$ cat src/rtl/dngr_pkg.sv
// ----------------------------------------------------------------------------
// dngr_pkg: shared types and constants for the decimal glyph renderer
// Transaction structs, controller/datapath interface and the 6x8 digit font.
// ----------------------------------------------------------------------------
package dngr_pkg;

    localparam int VALUE_W     = 32;
    localparam int COL_W       = 7;
    localparam int PAGE_W      = 3;
    localparam int GLYPH_W     = 48;
    localparam int DEC_DIGITS  = 10;                     // digits of a 32-bit value
    localparam int DIGIT_IDX_W = $clog2(DEC_DIGITS);
    localparam int ITER_W      = $clog2(VALUE_W);
    localparam int RIGHT_LIMIT = 126;
    localparam int GLYPH_COLS  = 6;

    typedef struct packed {
        logic [COL_W-1:0]   start_column;
        logic [PAGE_W-1:0]  page;
        logic [VALUE_W-1:0] value;
    } t_in_item;

    typedef struct packed {
        logic [PAGE_W-1:0]  out_page;
        logic [COL_W-1:0]   out_column;
        logic [GLYPH_W-1:0] glyph;
        logic               last_digit;
    } t_out_item;

    typedef enum logic [1:0] {
        ST_IDLE,
        ST_CONV,
        ST_SIZE,
        ST_EMIT
    } t_state;

    // Controller -> datapath
    typedef struct packed {
        logic load;     // capture input transaction
        logic step;     // one shift-and-add-3 iteration
        logic size;     // digit count and column clamp
        logic adv;      // result taken, move to next digit
    } t_dp_cmd;

    // Datapath -> controller
    typedef struct packed {
        logic last;     // current digit is the final one
    } t_dp_stat;

    // Font columns, byte 0 in the low bits
    function automatic logic [GLYPH_W-1:0] font_glyph(input logic [3:0] d);
        logic [GLYPH_W-1:0] g;
        unique case (d)
            4'd1:    g = 48'h0040_7F42_0000;
            4'd2:    g = 48'h4649_5161_4200;
            4'd3:    g = 48'h314B_4541_2100;
            4'd4:    g = 48'h107F_1214_1800;
            4'd5:    g = 48'h3945_4545_2700;
            4'd6:    g = 48'h3049_494A_3C00;
            4'd7:    g = 48'h0305_0971_0100;
            4'd8:    g = 48'h3649_4949_3600;
            4'd9:    g = 48'h1E29_4949_0600;
            default: g = 48'h3E45_4951_3E00;   // zero, and non-decimal codes
        endcase
        return g;
    endfunction

endpackage

$ cat src/rtl/dngr_datapath.sv
// ----------------------------------------------------------------------------
// dngr_datapath: conversion and emission datapath
// Serial binary-to-BCD (shift and add 3), digit count, column clamp, glyphs.
// ----------------------------------------------------------------------------
module dngr_datapath #(
    parameter int MAX_DIGITS = 10
) (
    input  logic                i_clk,
    input  dngr_pkg::t_in_item  i_in,
    input  dngr_pkg::t_dp_cmd   i_cmd,
    output dngr_pkg::t_dp_stat  o_stat,
    output dngr_pkg::t_out_item o_out
);
    import dngr_pkg::*;

    localparam int ND = (MAX_DIGITS > DEC_DIGITS) ? DEC_DIGITS : MAX_DIGITS;
    localparam logic [COL_W:0] LIMIT = (COL_W+1)'(RIGHT_LIMIT);

    logic [DEC_DIGITS-1:0][3:0]  r_bcd, n_bcd, adj;
    logic [DEC_DIGITS*4-1:0]     adj_flat;
    logic [VALUE_W-1:0]          r_bin, n_bin;
    logic [COL_W-1:0]            r_col, n_col;
    logic [PAGE_W-1:0]           r_page;
    logic [DIGIT_IDX_W-1:0]      r_pos, n_pos;
    logic [DIGIT_IDX_W-1:0]      top, cnt_raw, cnt;
    logic [COL_W:0]              span, reach;

    // add 3 to each digit of 5 or more before the shift
    always_comb begin
        for (int k = 0; k < DEC_DIGITS; k++) begin
            adj[k] = (r_bcd[k] >= 4'd5) ? r_bcd[k] + 4'd3 : r_bcd[k];
        end
        adj_flat = adj;
    end

    // most significant nonzero digit; zero still counts one digit
    always_comb begin
        top = '0;
        for (int k = 0; k < DEC_DIGITS; k++) begin
            if (r_bcd[k] != 4'd0) top = DIGIT_IDX_W'(k);
        end
        cnt_raw = top + 1'b1;
        cnt     = (cnt_raw > DIGIT_IDX_W'(ND)) ? DIGIT_IDX_W'(ND) : cnt_raw;
        span    = (COL_W+1)'(cnt) * (COL_W+1)'(GLYPH_COLS);
        reach   = {1'b0, r_col} + span;
    end

    always_comb begin
        n_bcd = r_bcd;
        n_bin = r_bin;
        n_col = r_col;
        n_pos = r_pos;
        if (i_cmd.load) begin
            n_bcd = '0;
            n_bin = i_in.value;
            n_col = i_in.start_column;
        end else if (i_cmd.step) begin
            n_bcd = {adj_flat[DEC_DIGITS*4-2:0], r_bin[VALUE_W-1]};
            n_bin = {r_bin[VALUE_W-2:0], 1'b0};
        end else if (i_cmd.size) begin
            n_pos = cnt - 1'b1;
            if (reach > LIMIT) begin
                n_col = COL_W'(LIMIT - span);
            end
        end else if (i_cmd.adv) begin
            n_pos = r_pos - 1'b1;
            n_col = r_col + COL_W'(GLYPH_COLS);
        end
    end

    always_ff @(posedge i_clk) begin
        r_bcd <= n_bcd;
        r_bin <= n_bin;
        r_col <= n_col;
        r_pos <= n_pos;
        if (i_cmd.load) r_page <= i_in.page;
    end

    assign o_stat.last      = (r_pos == '0);
    assign o_out.out_page   = r_page;
    assign o_out.out_column = r_col;
    assign o_out.glyph      = font_glyph(r_bcd[r_pos]);
    assign o_out.last_digit = (r_pos == '0);

`ifndef NO_ASSERTIONS
    // stepping to the next digit moves the column one glyph right
    a_col_step: assert property (@(posedge i_clk)
        i_cmd.adv && !o_stat.last |=> r_col == $past(r_col) + COL_W'(GLYPH_COLS))
        else $error("column did not advance by one glyph");

    // clamped first digit row always ends inside the limit
    a_clamp: assert property (@(posedge i_clk)
        i_cmd.size |=> ({1'b0, r_col} + (COL_W+1)'(r_pos + 1'b1) * (COL_W+1)'(GLYPH_COLS))
                       <= LIMIT)
        else $error("digits run past the right limit");
`endif

endmodule

$ cat src/rtl/dngr_ctrl.sv
// ----------------------------------------------------------------------------
// dngr_ctrl: transaction sequencer
// Accepts a transaction, runs the conversion iterations, then hands out digits.
// ----------------------------------------------------------------------------
module dngr_ctrl (
    input  logic               i_clk,
    input  logic               i_rst_n,
    input  logic               i_in_valid,
    output logic               o_in_stall,
    output logic               o_out_valid,
    input  logic               i_out_stall,
    input  dngr_pkg::t_dp_stat i_stat,
    output dngr_pkg::t_dp_cmd  o_cmd
);
    import dngr_pkg::*;

    localparam logic [ITER_W-1:0] ITER_LAST = ITER_W'(VALUE_W - 1);

    t_state              r_state, n_state;
    logic [ITER_W-1:0]   r_iter, n_iter;

    // next state
    always_comb begin
        n_state = r_state;
        unique case (r_state)
            ST_IDLE: if (i_in_valid) n_state = ST_CONV;
            ST_CONV: if (r_iter == ITER_LAST) n_state = ST_SIZE;
            ST_SIZE: n_state = ST_EMIT;
            ST_EMIT: if (!i_out_stall && i_stat.last) n_state = ST_IDLE;
            default: n_state = ST_IDLE;
        endcase
    end

    // outputs
    always_comb begin
        o_cmd       = '0;
        o_in_stall  = 1'b1;
        o_out_valid = 1'b0;
        n_iter      = r_iter;
        unique case (r_state)
            ST_IDLE: begin
                // input held off while reset is asserted
                o_in_stall = !i_rst_n;
                o_cmd.load = i_in_valid && i_rst_n;
                n_iter     = '0;
            end
            ST_CONV: begin
                o_cmd.step = 1'b1;
                n_iter     = r_iter + 1'b1;
            end
            ST_SIZE: o_cmd.size = 1'b1;
            ST_EMIT: begin
                o_out_valid = 1'b1;
                o_cmd.adv   = !i_out_stall;
            end
            default: ;
        endcase
    end

    always_ff @(posedge i_clk) begin
        if (!i_rst_n) begin
            r_state <= ST_IDLE;
            r_iter  <= '0;
        end else begin
            r_state <= n_state;
            r_iter  <= n_iter;
        end
    end

`ifndef NO_ASSERTIONS
    // one transaction in flight: no input taken while a result is offered
    a_one_item: assert property (@(posedge i_clk) disable iff (!i_rst_n)
        o_out_valid |-> o_in_stall)
        else $error("input open while results pending");

    // final digit taken ends the result stream
    a_last_ends: assert property (@(posedge i_clk) disable iff (!i_rst_n)
        o_out_valid && !i_out_stall && i_stat.last |=> !o_out_valid && !o_in_stall)
        else $error("results continued past final digit");

    // conversion takes exactly one iteration per value bit
    a_conv_len: assert property (@(posedge i_clk) disable iff (!i_rst_n)
        r_state == ST_CONV && r_iter == ITER_LAST |=> r_state == ST_SIZE)
        else $error("conversion length wrong");
`endif

endmodule

$ cat src/rtl/decimal_number_glyph_renderer.sv
// After an input transaction is accepted, the sequencer converts the value, sizes the
// digit row and then offers one result per digit shown (1..10).
// The conversion is the bit-serial shift-and-add-3 converter, one value bit a cycle.
// One transaction at a time; input stalls until the final digit is taken.
// Reset (synchronous, active low) returns the sequencer to idle; no clearing pass.
// ----------------------------------------------------------------------------
// decimal_number_glyph_renderer: unsigned value to 6x8 digit glyphs
// Converts a 32-bit value to decimal and emits one font glyph per digit,
// most significant first, with columns clamped to the right screen edge.
// ----------------------------------------------------------------------------
module decimal_number_glyph_renderer #(
    parameter int MAX_DIGITS = 10     // 1..20; at most ten digits exist
) (
    input  logic                i_clk,
    input  logic                i_rst_n,
    // input transaction channel
    input  logic                i_in_valid,
    output logic                o_in_stall,
    input  dngr_pkg::t_in_item  i_in,
    // result transaction channel
    output logic                o_out_valid,
    input  logic                i_out_stall,
    output dngr_pkg::t_out_item o_out
);
    import dngr_pkg::*;

    t_dp_cmd  cmd;
    t_dp_stat stat;

    // Sequencer: idle -> convert (one iteration per value bit) -> size -> emit digits.
    // The result payload comes straight from datapath registers, which only
    // change when a result transaction completes, so a stalled result holds.
    dngr_ctrl u_ctrl (
        .i_clk       (i_clk),
        .i_rst_n     (i_rst_n),
        .i_in_valid  (i_in_valid),
        .o_in_stall  (o_in_stall),
        .o_out_valid (o_out_valid),
        .i_out_stall (i_out_stall),
        .i_stat      (stat),
        .o_cmd       (cmd)
    );

    // Datapath: ten BCD digits are always built so the digit count is exact;
    // only the MAX_DIGITS least significant ones are shown, and the clamp uses
    // that shown count.
    dngr_datapath #(
        .MAX_DIGITS (MAX_DIGITS)
    ) u_dp (
        .i_clk  (i_clk),
        .i_in   (i_in),
        .i_cmd  (cmd),
        .o_stat (stat),
        .o_out  (o_out)
    );

endmodule
$ cat config.mk
export PLATFORM = sky130hd
export DESIGN_NAME = decimal_number_glyph_renderer
export DESIGN_NICKNAME = d
export VERILOG_FILES = /design/src/rtl/dngr_pkg.sv /design/src/rtl/dngr_datapath.sv /design/src/rtl/dngr_ctrl.sv /design/src/rtl/decimal_number_glyph_renderer.sv
export SDC_FILE = /design/constraint.sdc
export NUM_CORES = 1
export LEC_CHECK = 0
export BUFFER_PORTS_ARGS = -buffer_cell sky130_fd_sc_hd__buf_4
export CORE_AREA = 5 5 119 121
export DETAILED_ROUTE_END_ITERATION = 10
export DIE_AREA = 0 0 124 126
export PLACE_DENSITY_LB_ADDON = 0.12
export SLEW_MARGIN = 20
export SYNTH_ARGS = -nofsm -noshare
export SYNTH_HDL_FRONTEND = slang
export SYNTH_SLANG_ARGS = --single-unit
$ cat constraint.sdc
create_clock -name i_clk -period 10.6 [get_ports i_clk]
set_clock_uncertainty 0.15 [all_clocks]
set_input_delay 1.06 -clock i_clk [delete_from_list [all_inputs] [get_ports i_clk]]
set_output_delay 1.06 -clock i_clk [all_outputs]
set_load 0.05 [all_outputs]
==> metrics.md <==
| Metric | Value |
|---|---|
| Final Net Count | 900 |
| Slowest-stage cell, CP | a31oi_1 |
| Post-synth ARST share | 0 |
| Layout area overhead | 15.59% |
| Max-slew violations | 0 |
| Area leader, netlist | edfxtp_1 |
| GRT Total Usage | 0.1913 |
| Mean Syn Cell Area | 8.673 um2 |
| Top cells by count, synth | 158 x nand2_1, 50 x ha_1, 47 x dfxtp_1 |
| Vias | 5,292 |
| Crit. End Element | register |
| CP max FO | 6 |
| Cells after Synth | 733 |
| EDFF count, synth | 46 |
| Ranking of synthesized cells by area | edfxtp_1 22%, dfxtp_1 15%, ha_1 9.8%, nand2_1 9.3%, a21oi_1 3.6% |
| Largest net degree at the start of global routing | 58 |
| Core Rows | 42 |
| Post-DP HPWL | 10,780 um |
| Gpl congestion | 0.8823 |
| Die height | 126 um |
| Root Buffer | clkbuf_16 |
| Diodes inserted | 0 |
| Relative slew slack | 0.4478 |
| H-tree lvl count | 3 |
| CP top delay family | compound AO/OA/AOI/OAI gates |
| Status | finished, final reports clean |
| # Post-CTS Setup Buffers | 0 |
| Vias per inst | 5.384 |
| Sequential fraction of the synthesis area | 0.3653 |
| Yosys warns | 0 |
| Initial antenna violation count | 0 |
| Ratio of cells with drive above 1 in the final layout | 0.1747 |
| Reg clk slew, reported paths | 0.07 ns |
| #FFs+latches synth | 93 |
| Maximum clock frequency | 170.3 MHz |
| Count leader, synth | nand2_1 |
| Post-Synthesis Cell Area | 6357 um2 |
| Port Buffers | 93 |
| Final worst-path cycle share | 0.5541 |
| Starting DRT DRC Count | 447 |
| Crit-path most repeated cell | ha_1 |
| Max-Cap Viols | 0 |
| Clock Tree Buf Depth | 2 |
| Fin crit period | 5.873 ns |
| CTS sink count | 93 |
| Critical Path Max Stage Delay | 0.56 ns |
| Worst path arrival time | 5.71 ns |
| Die Footprint | 15,620 um2 |
| Kind of path behind the tightest hold check | register to register |
| Die width | 124 um |
| Cts bufs inserted | 9 |
| Vias in the first global route | 5,037 |
| Top_reg_cell synth | dfxtp_1 |
| Final hold vios | 0 |
| Hold buffers post-CTS | 0 |
| Crit path buffers/inverters | 1 |
| TritonCTS clock tree | yes |
| First-pass DRT Iterations | 4 |
| Worst-Margin Slew | 0.8283 ns |
| Routed wire length | 14,760 um |
| Final Setup Violations | 0 |
| Setup TNS | 0 ns |
| WL/cell | 15.02 um |
| Count of cell types in the netlist | 65 |
| Clk_lat worst skew | 0.35 ns |
| Post-synth top area share | 0.2173 |
| Crit path launch type | register |
| PostCTS Resize Cnt | 0 |
| GRT Residual Overflow | 0 |
| Final ANT Viol Nets | 0 |
| Critical path class | register to register |
| CP cell instances | inv_1, ha_1, nor3b_1, o311ai_1, a211oi_1, nor2_1, ha_1, or3_1, o211ai_1, a2bb2oi_2, ha_1, fa_1, xor2_1, ha_1, nand2_1, o21a_1, o311ai_0, nand4_1, a31oi_1 |
| First-pass GRT wire length | 24,170 um |
| Worst Path Required | 10.43 ns |
| Placeable Area | 12,980 um2 |
| Initial Util | 0.4898 |
| DRC | 0 |
| Io pins | 107 |
| RSZ-0062 raised after global routing | no |
[final cells by class]
| type | instances | area [um2] |
|---|---|---|
| multi-input combinational | 556 | 3613 |
| inverter | 44 | 165.2 |
| clock inverter | 7 | 66.31 |
| timing repair buffer | 98 | 735.7 |
| sequential | 93 | 2322 |
| fill | 1200 | 5632 |
| clock buffer | 9 | 225.2 |
| tap | 176 | 220.2 |
[placed cells by master, fill, tap and decap left out, types with 8 or more instances in the layout]
| cell type | n |
|---|---|
| xnor2_1 | 23 |
| ha_1 | 49 |
| a21oi_1 | 46 |
| nand2_1 | 158 |
| buf_4 | 98 |
| edfxtp_1 | 46 |
| nor2b_1 | 10 |
| conb_1 | 13 |
| o21ai_0 | 29 |
| nor2_1 | 35 |
| inv_1 | 41 |
| clkbuf_16 | 9 |
| nand2b_1 | 12 |
| a21o_1 | 16 |
| dfxtp_1 | 47 |
| mux2i_1 | 22 |
| o211ai_1 | 13 |
| nand3_1 | 26 |
| mux4_2 | 8 |
[flip-flops by register name, indices dropped and copies added, names as in the netlist]
name	flops
u_dp.r_col	7
u_dp.r_bin	32
u_dp.r_page	3
u_dp.r_pos	4
u_ctrl.r_state	2
u_ctrl.r_iter	5
u_dp.r_bcd	40
[worst paths after layout]
check	slack, ns	cells after the start	from	to
max	4.73	19	u_dp.r_bcd[21]$_SDFFE_PP0P_	u_dp.r_col[5]$_DFFE_PP_
min	0.34	2	u_dp.r_bcd[39]$_SDFFE_PP0P_	u_dp.r_bcd[39]$_SDFFE_PP0P_
max reg2reg	4.73	19	u_dp.r_bcd[21]$_SDFFE_PP0P_	u_dp.r_col[5]$_DFFE_PP_
min reg2reg	0.34	2	u_dp.r_bcd[39]$_SDFFE_PP0P_	u_dp.r_bcd[39]$_SDFFE_PP0P_
[tightest hold or removal path: cells and delay by family, from the launching register on]
family          cells  cell delay, ns
compound gates      1            0.05
simple gates        1            0.06
flops               1            0.34
[layer usage]
metal,part of all wire,global-route usage
met3,0.050,0.03632
met5,0,0
met1,0.46,0.2498
met2,0.47,0.3112
met4,0.021,0.07668
[kinds of logic (layout without fill, tap and decap cells)]
family / after synthesis / after routing / share of synthesized area
AND/OR/NAND/NOR: 285 / 285 / 0.2051
multiplexers: 34 / 34 / 0.07006
XOR/XNOR: 28 / 28 / 0.03857
flip-flops: 93 / 93 / 0.3653
AO/OA/AOI/OAI: 144 / 144 / 0.1419
other: 1 / 13 / 0.0005899
buffers and inverters: 96 / 158 / 0.07380
adder cells (fa/ha/maj): 52 / 52 / 0.1047
[metrics by stage]
step	hold WS (ns)	cell area, um2	instances	worst slack (ns)	utilization
after CTS	0.3427	7348	983	4.835	0.5661
final	0.3429	7348	983	4.727	0.5661
after global routing	0.3900	7348	983	4.220	0.5661
after global placement	0.3178	7057	967	5.109	0.5437
after detailed placement	0.3317	7057	967	4.854	0.5437
after floorplan	0.2999	6402	745	5.533	-
Power is left out: the tool's default activity adds up to more than one toggle a clock period on the data nets, which glitch-free logic cannot reach.
